## src/hw/rtl/rpn_pkg.sv

```systemverilog
`timescale 1ns / 1ps
// ----------------------------------------------------------------------------
// rpn_pkg: shared types and constants of the RPN stack calculator
// Operation and status codes, stack sizing and the beat payload structs.
// ----------------------------------------------------------------------------
package rpn_pkg;

  // Stack sizing
  localparam int STACK_DEPTH = 128;
  localparam int IDX_W       = $clog2(STACK_DEPTH);
  localparam int CNT_W       = $clog2(STACK_DEPTH + 1);

  // Operation codes
  localparam logic [2:0] MODE_PUSH = 3'd0;
  localparam logic [2:0] MODE_ADD  = 3'd1;
  localparam logic [2:0] MODE_SUB  = 3'd2;
  localparam logic [2:0] MODE_MUL  = 3'd3;
  localparam logic [2:0] MODE_DIV  = 3'd4;
  localparam logic [2:0] MODE_PEEK = 3'd5;

  // Status codes
  localparam logic [2:0] ST_OK       = 3'd0;
  localparam logic [2:0] ST_OVERFLOW = 3'd1;
  localparam logic [2:0] ST_FEW_OPS  = 3'd2;
  localparam logic [2:0] ST_DIV_ZERO = 3'd3;
  localparam logic [2:0] ST_EMPTY    = 3'd4;

  // Q16.16 range limits
  localparam logic signed [31:0] Q_MAX = 32'sh7FFF_FFFF;
  localparam logic signed [31:0] Q_MIN = 32'sh8000_0000;

  typedef struct packed {
    logic [2:0]         mode;
    logic signed [31:0] value;
  } cmd_t;

  typedef struct packed {
    logic [2:0]         status;
    logic signed [31:0] top_value;
    logic [7:0]         depth;
  } rsp_t;

endpackage

```

## src/hw/rtl/rpn_div.sv

```systemverilog
`timescale 1ns / 1ps
// ----------------------------------------------------------------------------
// rpn_div: iterative Q16.16 divider
// Computes (a * 65536) / b truncated toward zero and saturated to 32 bits,
// one quotient bit per cycle, with an early overflow check.
// ----------------------------------------------------------------------------
module rpn_div (
  input  logic               clk,
  input  logic               rst,
  input  logic               start,
  input  logic signed [31:0] dividend,
  input  logic signed [31:0] divisor,
  output logic               done,
  output logic signed [31:0] quotient
);

  logic [31:0] mag_a;
  logic [31:0] mag_d;
  logic        early_ovf;

  logic        busy;
  logic [5:0]  cnt;
  logic [31:0] rem;
  logic [31:0] sh;
  logic [31:0] dvs;
  logic        neg;
  logic        ovf;

  logic [32:0] rem_ext;
  logic        qbit;

  // Take magnitudes; the quotient overflows 32 bits when |a| >= |b| << 16
  assign mag_a     = dividend[31] ? 32'(-dividend) : 32'(dividend);
  assign mag_d     = divisor[31]  ? 32'(-divisor)  : 32'(divisor);
  assign early_ovf = {16'b0, mag_a} >= {mag_d, 16'b0};

  // Trial subtract for one restoring step
  assign rem_ext = {rem, sh[31]};
  assign qbit    = rem_ext >= {1'b0, dvs};

  always_ff @(posedge clk) begin
    if (rst) begin
      busy <= 1'b0;
      done <= 1'b0;
      cnt  <= '0;
    end else begin
      done <= 1'b0;
      if (start) begin
        busy <= 1'b1;
        cnt  <= 6'd32;
      end else if (busy) begin
        cnt <= cnt - 6'd1;
        if (cnt == 6'd1) begin
          busy <= 1'b0;
          done <= 1'b1;
        end
      end
    end
  end

  // Load operands, then shift in one quotient bit per cycle
  always_ff @(posedge clk) begin
    if (start) begin
      neg <= dividend[31] ^ divisor[31];
      ovf <= early_ovf;
      dvs <= mag_d;
      rem <= {16'b0, mag_a[31:16]};
      sh  <= {mag_a[15:0], 16'b0};
    end else if (busy) begin
      rem <= qbit ? 32'(rem_ext - {1'b0, dvs}) : rem_ext[31:0];
      sh  <= {sh[30:0], qbit};
    end
  end

  // Apply sign and saturate
  always_comb begin
    if (neg) begin
      if (ovf || (sh > 32'h8000_0000)) begin
        quotient = rpn_pkg::Q_MIN;
      end else begin
        quotient = 32'(-sh);
      end
    end else begin
      if (ovf || sh[31]) begin
        quotient = rpn_pkg::Q_MAX;
      end else begin
        quotient = sh;
      end
    end
  end

endmodule

```

## config.mk

```make
export PLATFORM = sky130hd
export DESIGN_NAME = rpn_div
export DESIGN_NICKNAME = d
export VERILOG_FILES = /design/src/hw/rtl/rpn_pkg.sv /design/src/hw/rtl/rpn_div.sv
export SDC_FILE = /design/constraint.sdc
export NUM_CORES = 1
export LEC_CHECK = 0
export BUFFER_PORTS_ARGS = -buffer_cell sky130_fd_sc_hd__buf_2
export CAP_MARGIN = 20
export CORE_MARGIN = 2
export CORE_UTILIZATION = 55
export DETAILED_ROUTE_END_ITERATION = 8
export PLACE_DENSITY = 0.76
export SYNTH_ARGS = -nofsm -noshare
export SYNTH_HDL_FRONTEND = slang
export SYNTH_SLANG_ARGS = --single-unit
```

## constraint.sdc

```tcl
create_clock -name clk -period 5.85 [get_ports clk]
set_input_delay 0.585 -clock clk [delete_from_list [all_inputs] [get_ports clk]]
set_output_delay 0.585 -clock clk [all_outputs]
set_load 0.03 [all_outputs]
```

# ---- Yosys cells after proc, flatten, opt, wreduce, memory -nomap -nowiden
# Cells that the tools add are included.
dict set report classes {
  addsub 5
  n_lt_le_gt_ge 3
  eq_ne 1
  mux 16
  n_bitwise 2
  n_reduce_logical 5
}
# op count
set op_table {}
lappend op_table {{two-way mux 32 bit} 8}
lappend op_table {{negator 32 bit} 3}
lappend op_table {{greater-or-equal comparator 32 x 48 -> 1 bit} 1}
lappend op_table {{greater-or-equal comparator 33 x 32 -> 1 bit} 1}
lappend op_table {{> comparator 32 bit (second input constant)} 1}
lappend op_table {{two-way mux 16 bit} 2}
lappend op_table {{subtractor 32 bit} 1}
lappend op_table {{two-way mux 6 bit} 2}
lappend op_table {{equality test 6 x 1 -> 1 bit (second input constant)} 1}
lappend op_table {{subtractor 6 x 1 -> 6 bit (second input constant)} 1}
lappend op_table {{two-way mux 1 bit} 4}
lappend op_table {{OR reduction 3 bit} 1}
lappend op_table {{logical OR 1 bit} 2}
lappend op_table {{nonzero test 2 bit} 1}
lappend op_table {{OR reduction 2 bit} 1}
lappend op_table {{inverter 1 bit} 1}
lappend op_table {{XOR 1 bit} 1}
dict set report word_totals {
  ff_bits 106
  inputBits 67
  elab_cells 43
}

# ---- Longest topological paths before layout
dict set report logic_depth {
  word_depth 4
  depth_mapped 18
  mapped_depth_nobuf 18
}

# ---- Worst setup path before layout
# Ideal clock, no wire load.
dict set report synth_timing {
  path_type {input -> register}
  startpoint {in dividend[8]}
  endpoint {reg ovf, data pin}
  setup_ns 0.287
  arrival_time_ns 4.160
  required_time_ns 5.563
  path_slack_ns 1.404
  cell_stages 17
  cell_sequence {or4_1 -> or2_2 -> nor2b_1 -> nand2_1 -> or3_1 -> o41ai_1 -> xnor2_1 -> ha_1 -> a21o_1 -> a21oi_1 -> nor2b_1 -> o21ai_0 -> nand2b_1 -> a21oi_1 -> nor2_1 -> a2111oi_0 -> a2111oi_2}
}
dict set report synth_between {
  elab_chain_len 3
}
# element line_no
set synth_lines {}
lappend synth_lines {{from (decl)} rpn_div.sv:11} ;# input logic signed [31:0] dividend,
lappend synth_lines {{negator 32 bit} rpn_div.sv:33} ;# assign mag_a = dividend[31] ? 32'(-dividend) : 32'(dividend);
lappend synth_lines {{two-way mux 32 bit (*)} rpn_div.sv:33}
lappend synth_lines {{greater-or-equal comparator 32 x 48 -> 1 bit (*)} rpn_div.sv:35} ;# assign early_ovf = {16'b0, mag_a} >= {mag_d, 16'b0};
lappend synth_lines {{via early_ovf} rpn_div.sv:19} ;# logic early_ovf;
lappend synth_lines {{to (signal assigned)} rpn_div.sv:65} ;# ovf <= early_ovf;
lappend synth_lines {{to (decl)} rpn_div.sv:27} ;# logic ovf;
# Mark *: on every way through the listed nets, which the timed path passes. The rest lies on a longest branch.
# A chain may end at the register's enable or synchronous reset.

# ---- Final worst setup path
dict set report layout_timing {
  startpoint {reg sh[0]}
  endpoint {out quotient[12]}
}
dict set report layout_between {
  elab_chain_len 4
  word_cells_on_any_way 5
}
# element line_no
set layout_lines {}
lappend layout_lines {{from (decl)} rpn_div.sv:24} ;# logic [31:0] sh;
lappend layout_lines {{from (signal assigned)} rpn_div.sv:68} ;# sh <= {mag_a[15:0], 16'b0};
lappend layout_lines {{from (signal assigned)} rpn_div.sv:71} ;# sh <= {sh[30:0], qbit};
lappend layout_lines {{> comparator 32 bit} rpn_div.sv:78} ;# if (ovf || (sh > 32'h8000_0000)) begin
lappend layout_lines {{logical OR 1 bit} rpn_div.sv:78}
lappend layout_lines {{two-way mux 32 bit (*)} rpn_div.sv:78}
lappend layout_lines {{two-way mux 32 bit (*)} rpn_div.sv:77} ;# if (neg) begin
lappend layout_lines {{to (decl)} rpn_div.sv:14} ;# output logic signed [31:0] quotient
# Mark *: on every way between the ends. The rest lies on a longest branch, timed or not.

==> summary.md <==
| Metric | Value |
|---|---|
| Arr. time, crit path | `4.44 ns` |
| R2R Setup Slk | `1.72 ns` |
| HP Class | `input pin to flop` |
| Ports | `100` |
| Worst setup path endpoint | `quotient[12]` |
| Crit path kind | `flop to output port` |
| Max Cap Viol | `0` |
| Cells after synthesis | `1048` |
| Post-DRT Antenna Nets | `0` |
| Routability cong. | `0.910` |
| Measured slew at the worst slew-check pin | `0.945 ns` |
| Leak Pwr | `4.12 nW` |
| Synth top area share | `22.6%` |
| Drt initial violations | `623` |
| Initial Util | `55.8%` |
| HPWL Detailed | `16100 um` |
| Unrepaired setup endpoints after global routing | `no` |
| Cell Pwr Density | `264 nW/um^2` |
| DIE AREA | `17000 sq um` |
| R2R depth | `11` |
| CTS sink cnt | `106` |
| Row cnt | `46` |
| Slew margin rel. | `36.7%` |
| Clk slew on worst S/H paths | `0.07 ns` |
| CTS tree | `done` |
| IR drop worst, VDD | `168 uV` |
| Chip Height | `130 um` |
| Register area share after synthesis | `31.8%` |
| Synthesized area per cell | `8.36 sq um` |
| Async S/R FF share, synth | `0%` |
| Most frequent cells in the layout | `99 x nand2_1, 99 x buf_2, 87 x nor2_1, 78 x inv_1, 76 x o21ai_0` |
| Final TNS setup | `0 ns` |
| Max clock buf depth | `2` |
| Hold_buf cts | `0` |
| X dimension of the die | `130 um` |
| Max Slew Vio Count | `0` |
| Hold path startpoint | `rst` |
| Period utilization | `85.9%` |
| H-tree depth reported by CTS | `3` |
| Main synth FF type | `edfxtp_1` |
| # resized after CTS | `0` |
| Final clock skew | `0.0131 ns` |
| Clock Root Buffer | `clkbuf_16` |
| Max Freq | `0.199 GHz` |
| Post-Synthesis Net Count | `1169` |
| Share of layout cells above drive strength 1 | `14.5%` |
| Num CTS Buffers | `9` |
| WL final | `21500 um` |
| Run status | `finished, final reports clean` |
| DR WL/cell | `16.1 um` |
| Vias in the first global route | `7203` |
| Nets | `1235` |
| Diodes inserted | `0` |
| Vias per cell | `5.98` |
| Startpoint Class | `flop` |
| Worst r2r src | `rem[3]$_DFFE_PP_` |
| Yosys top cell by area | `edfxtp_1` |
| Syn. warnings | `0` |
| Crit-path max FO | `19` |
| Critical path capture point type | `output port` |
| Final setup fails | `0` |
| Global Route Usage Sum | `25.6%` |
| Number of flops mapped to enable cells by yosys | `66` |
| Vias | `7983` |
| Critical Path Source | `sh[0]$_SDFFE_PP0P_` |
| DRC Markers | `0` |
| Area contributors post-synth | `edfxtp_1 23%, dfxtp_1 9.1%, ha_1 7.6%, xnor2_1 5.9%, o21ai_0 4.3%` |
| Mapped Area | `8760 sq um` |
| Fin. Hold Viols | `0` |
| Post-CTS Setup Bufs | `0` |
| Initial antenna violation count | `0` |
| Global route overflow | `0` |
| Largest net degree at the start of global routing | `55` |
| Drt first pass iters | `5` |
| I/O Buffers | `99` |
| Worst skew pair latency | `0.36 ns` |
| Hold_ws | `0.407 ns` |
| Worst r2r dst | `rem[3]$_DFFE_PP_` |
| Worst EP required | `5.27 ns` |
| Post-synthesis register bit count | `106` |
| Core Box Area | `15700 sq um` |
| Final min period | `5.03 ns` |
| Netlist cell types | `67` |
| First-pass GRT wire length | `34800 um` |
| Area Growth Syn to Fin | `10.7%` |
[Yosys cell counts, types with 3 or more instances]
master	instances
buf_1	5
dfxtp_1	40
a31oi_1	3
or4_1	5
nand2b_1	9
mux2i_1	20
nor4_1	12
a21o_1	15
o211a_1	13
or3_1	18
clkbuf_1	43
nand3_1	17
xnor2_1	59
nand2_1	99
nor3_1	33
o211ai_1	6
a211oi_1	20
a31o_2	4
o41ai_1	7
o22ai_1	3
xor2_1	26
o21bai_1	6
nor2b_1	12
o311ai_0	19
or4_4	4
o31ai_1	16
o21a_1	12
and3_1	6
a22o_1	14
ha_1	53
mux2_2	13
or3_2	3
or2_2	7
nand3b_1	3
a21oi_1	62
nor3b_1	3
nand4_1	13
o21ai_0	76
edfxtp_1	66
inv_1	78
nor2_1	87
and4_1	3
[worst max-delay path, cell delays in order, from the launching register on]
cell	delay, ns
dfxtp_1	0.35
inv_1	0.09
ha_1	0.18
nor3b_1	0.38
nand3_1	0.33
nor4_1	0.28
nand4b_1	0.22
o31ai_1	0.56
nand3_1	0.66
o311ai_0	0.73
buf_2	0.30
[kinds of logic (layout without fill, tap and decap cells)]
family	count (synthesis)	after routing	synth area share, %
AND/OR/NAND/NOR	344	344	19.4
AO/OA/AOI/OAI	296	296	22.8
buffers and inverters	130	201	5.81
flip-flops	106	106	31.8
XOR/XNOR	85	85	8.50
adder cells (fa/ha/maj)	54	54	7.80
multiplexers	33	33	3.95
[worst min path at each step]
stage / endpoint / slack [ns] / depth (start not counted)
final: busy$_SDFF_PP0_ / 0.41 / 2
after global routing: cnt[5]$_SDFFE_PP0P_ / 0.42 / 2
after CTS: busy$_SDFF_PP0_ / 0.40 / 2
after detailed placement: cnt[0]$_SDFFE_PP0P_ / 0.49 / 2
after global placement: cnt[0]$_SDFFE_PP0P_ / 0.48 / 2
after floorplan: cnt[0]$_SDFFE_PP0P_ / 0.46 / 2
[state kept, by name (all words and copies together), names as in the netlist]
signal	flops
neg	1
dvs	32
busy	1
ovf	1
sh	32
cnt	6
rem	32
done	1
[per-stage QoR]
stage / power, mW / setup slack [ns] / instance area (sq um) / utilization [%] / cells
after floorplan: 1.65 / 1.40 / 8760 / - / 1048
after global placement: 1.88 / 0.982 / 9370 / 59.6 / 1319
after detailed placement: 1.89 / 0.936 / 9370 / 59.6 / 1319
after CTS: 2.56 / 0.955 / 9700 / 61.7 / 1335
after global routing: 2.72 / 0.367 / 9700 / 61.7 / 1335
final: 2.57 / 0.822 / 9700 / 61.7 / 1335
[cell type report]
cell class / instances / area [sq um]
fill: 1385 / 6010
multi-input combinational: 812 / 5470
sequential: 106 / 2780
timing repair buffer: 106 / 548
inverter: 79 / 297
tap: 216 / 270
clock buffer: 11 / 243
clock inverter: 5 / 85.1
[routing by layer]
| layer | track usage, % | wire [um] | up-vias |
|---|---|---|---|
| met5 | 0 | 0 | - |
| met4 | 9.99 | 590 | 0 |
| li1 | - | - | 3971 |
| met1 | 35.9 | 10100 | 3751 |
| met3 | 3.03 | 1030 | 36 |
| met2 | 40.5 | 9800 | 225 |
[power by group]
group | total, mW | internal (mW) | switching, mW
combinational | 0.958 | 0.369 | 0.590
clock | 0.671 | 0.390 | 0.280
sequential | 0.936 | 0.882 | 0.0547
Note: power is estimated with default switching activity, not from simulation.
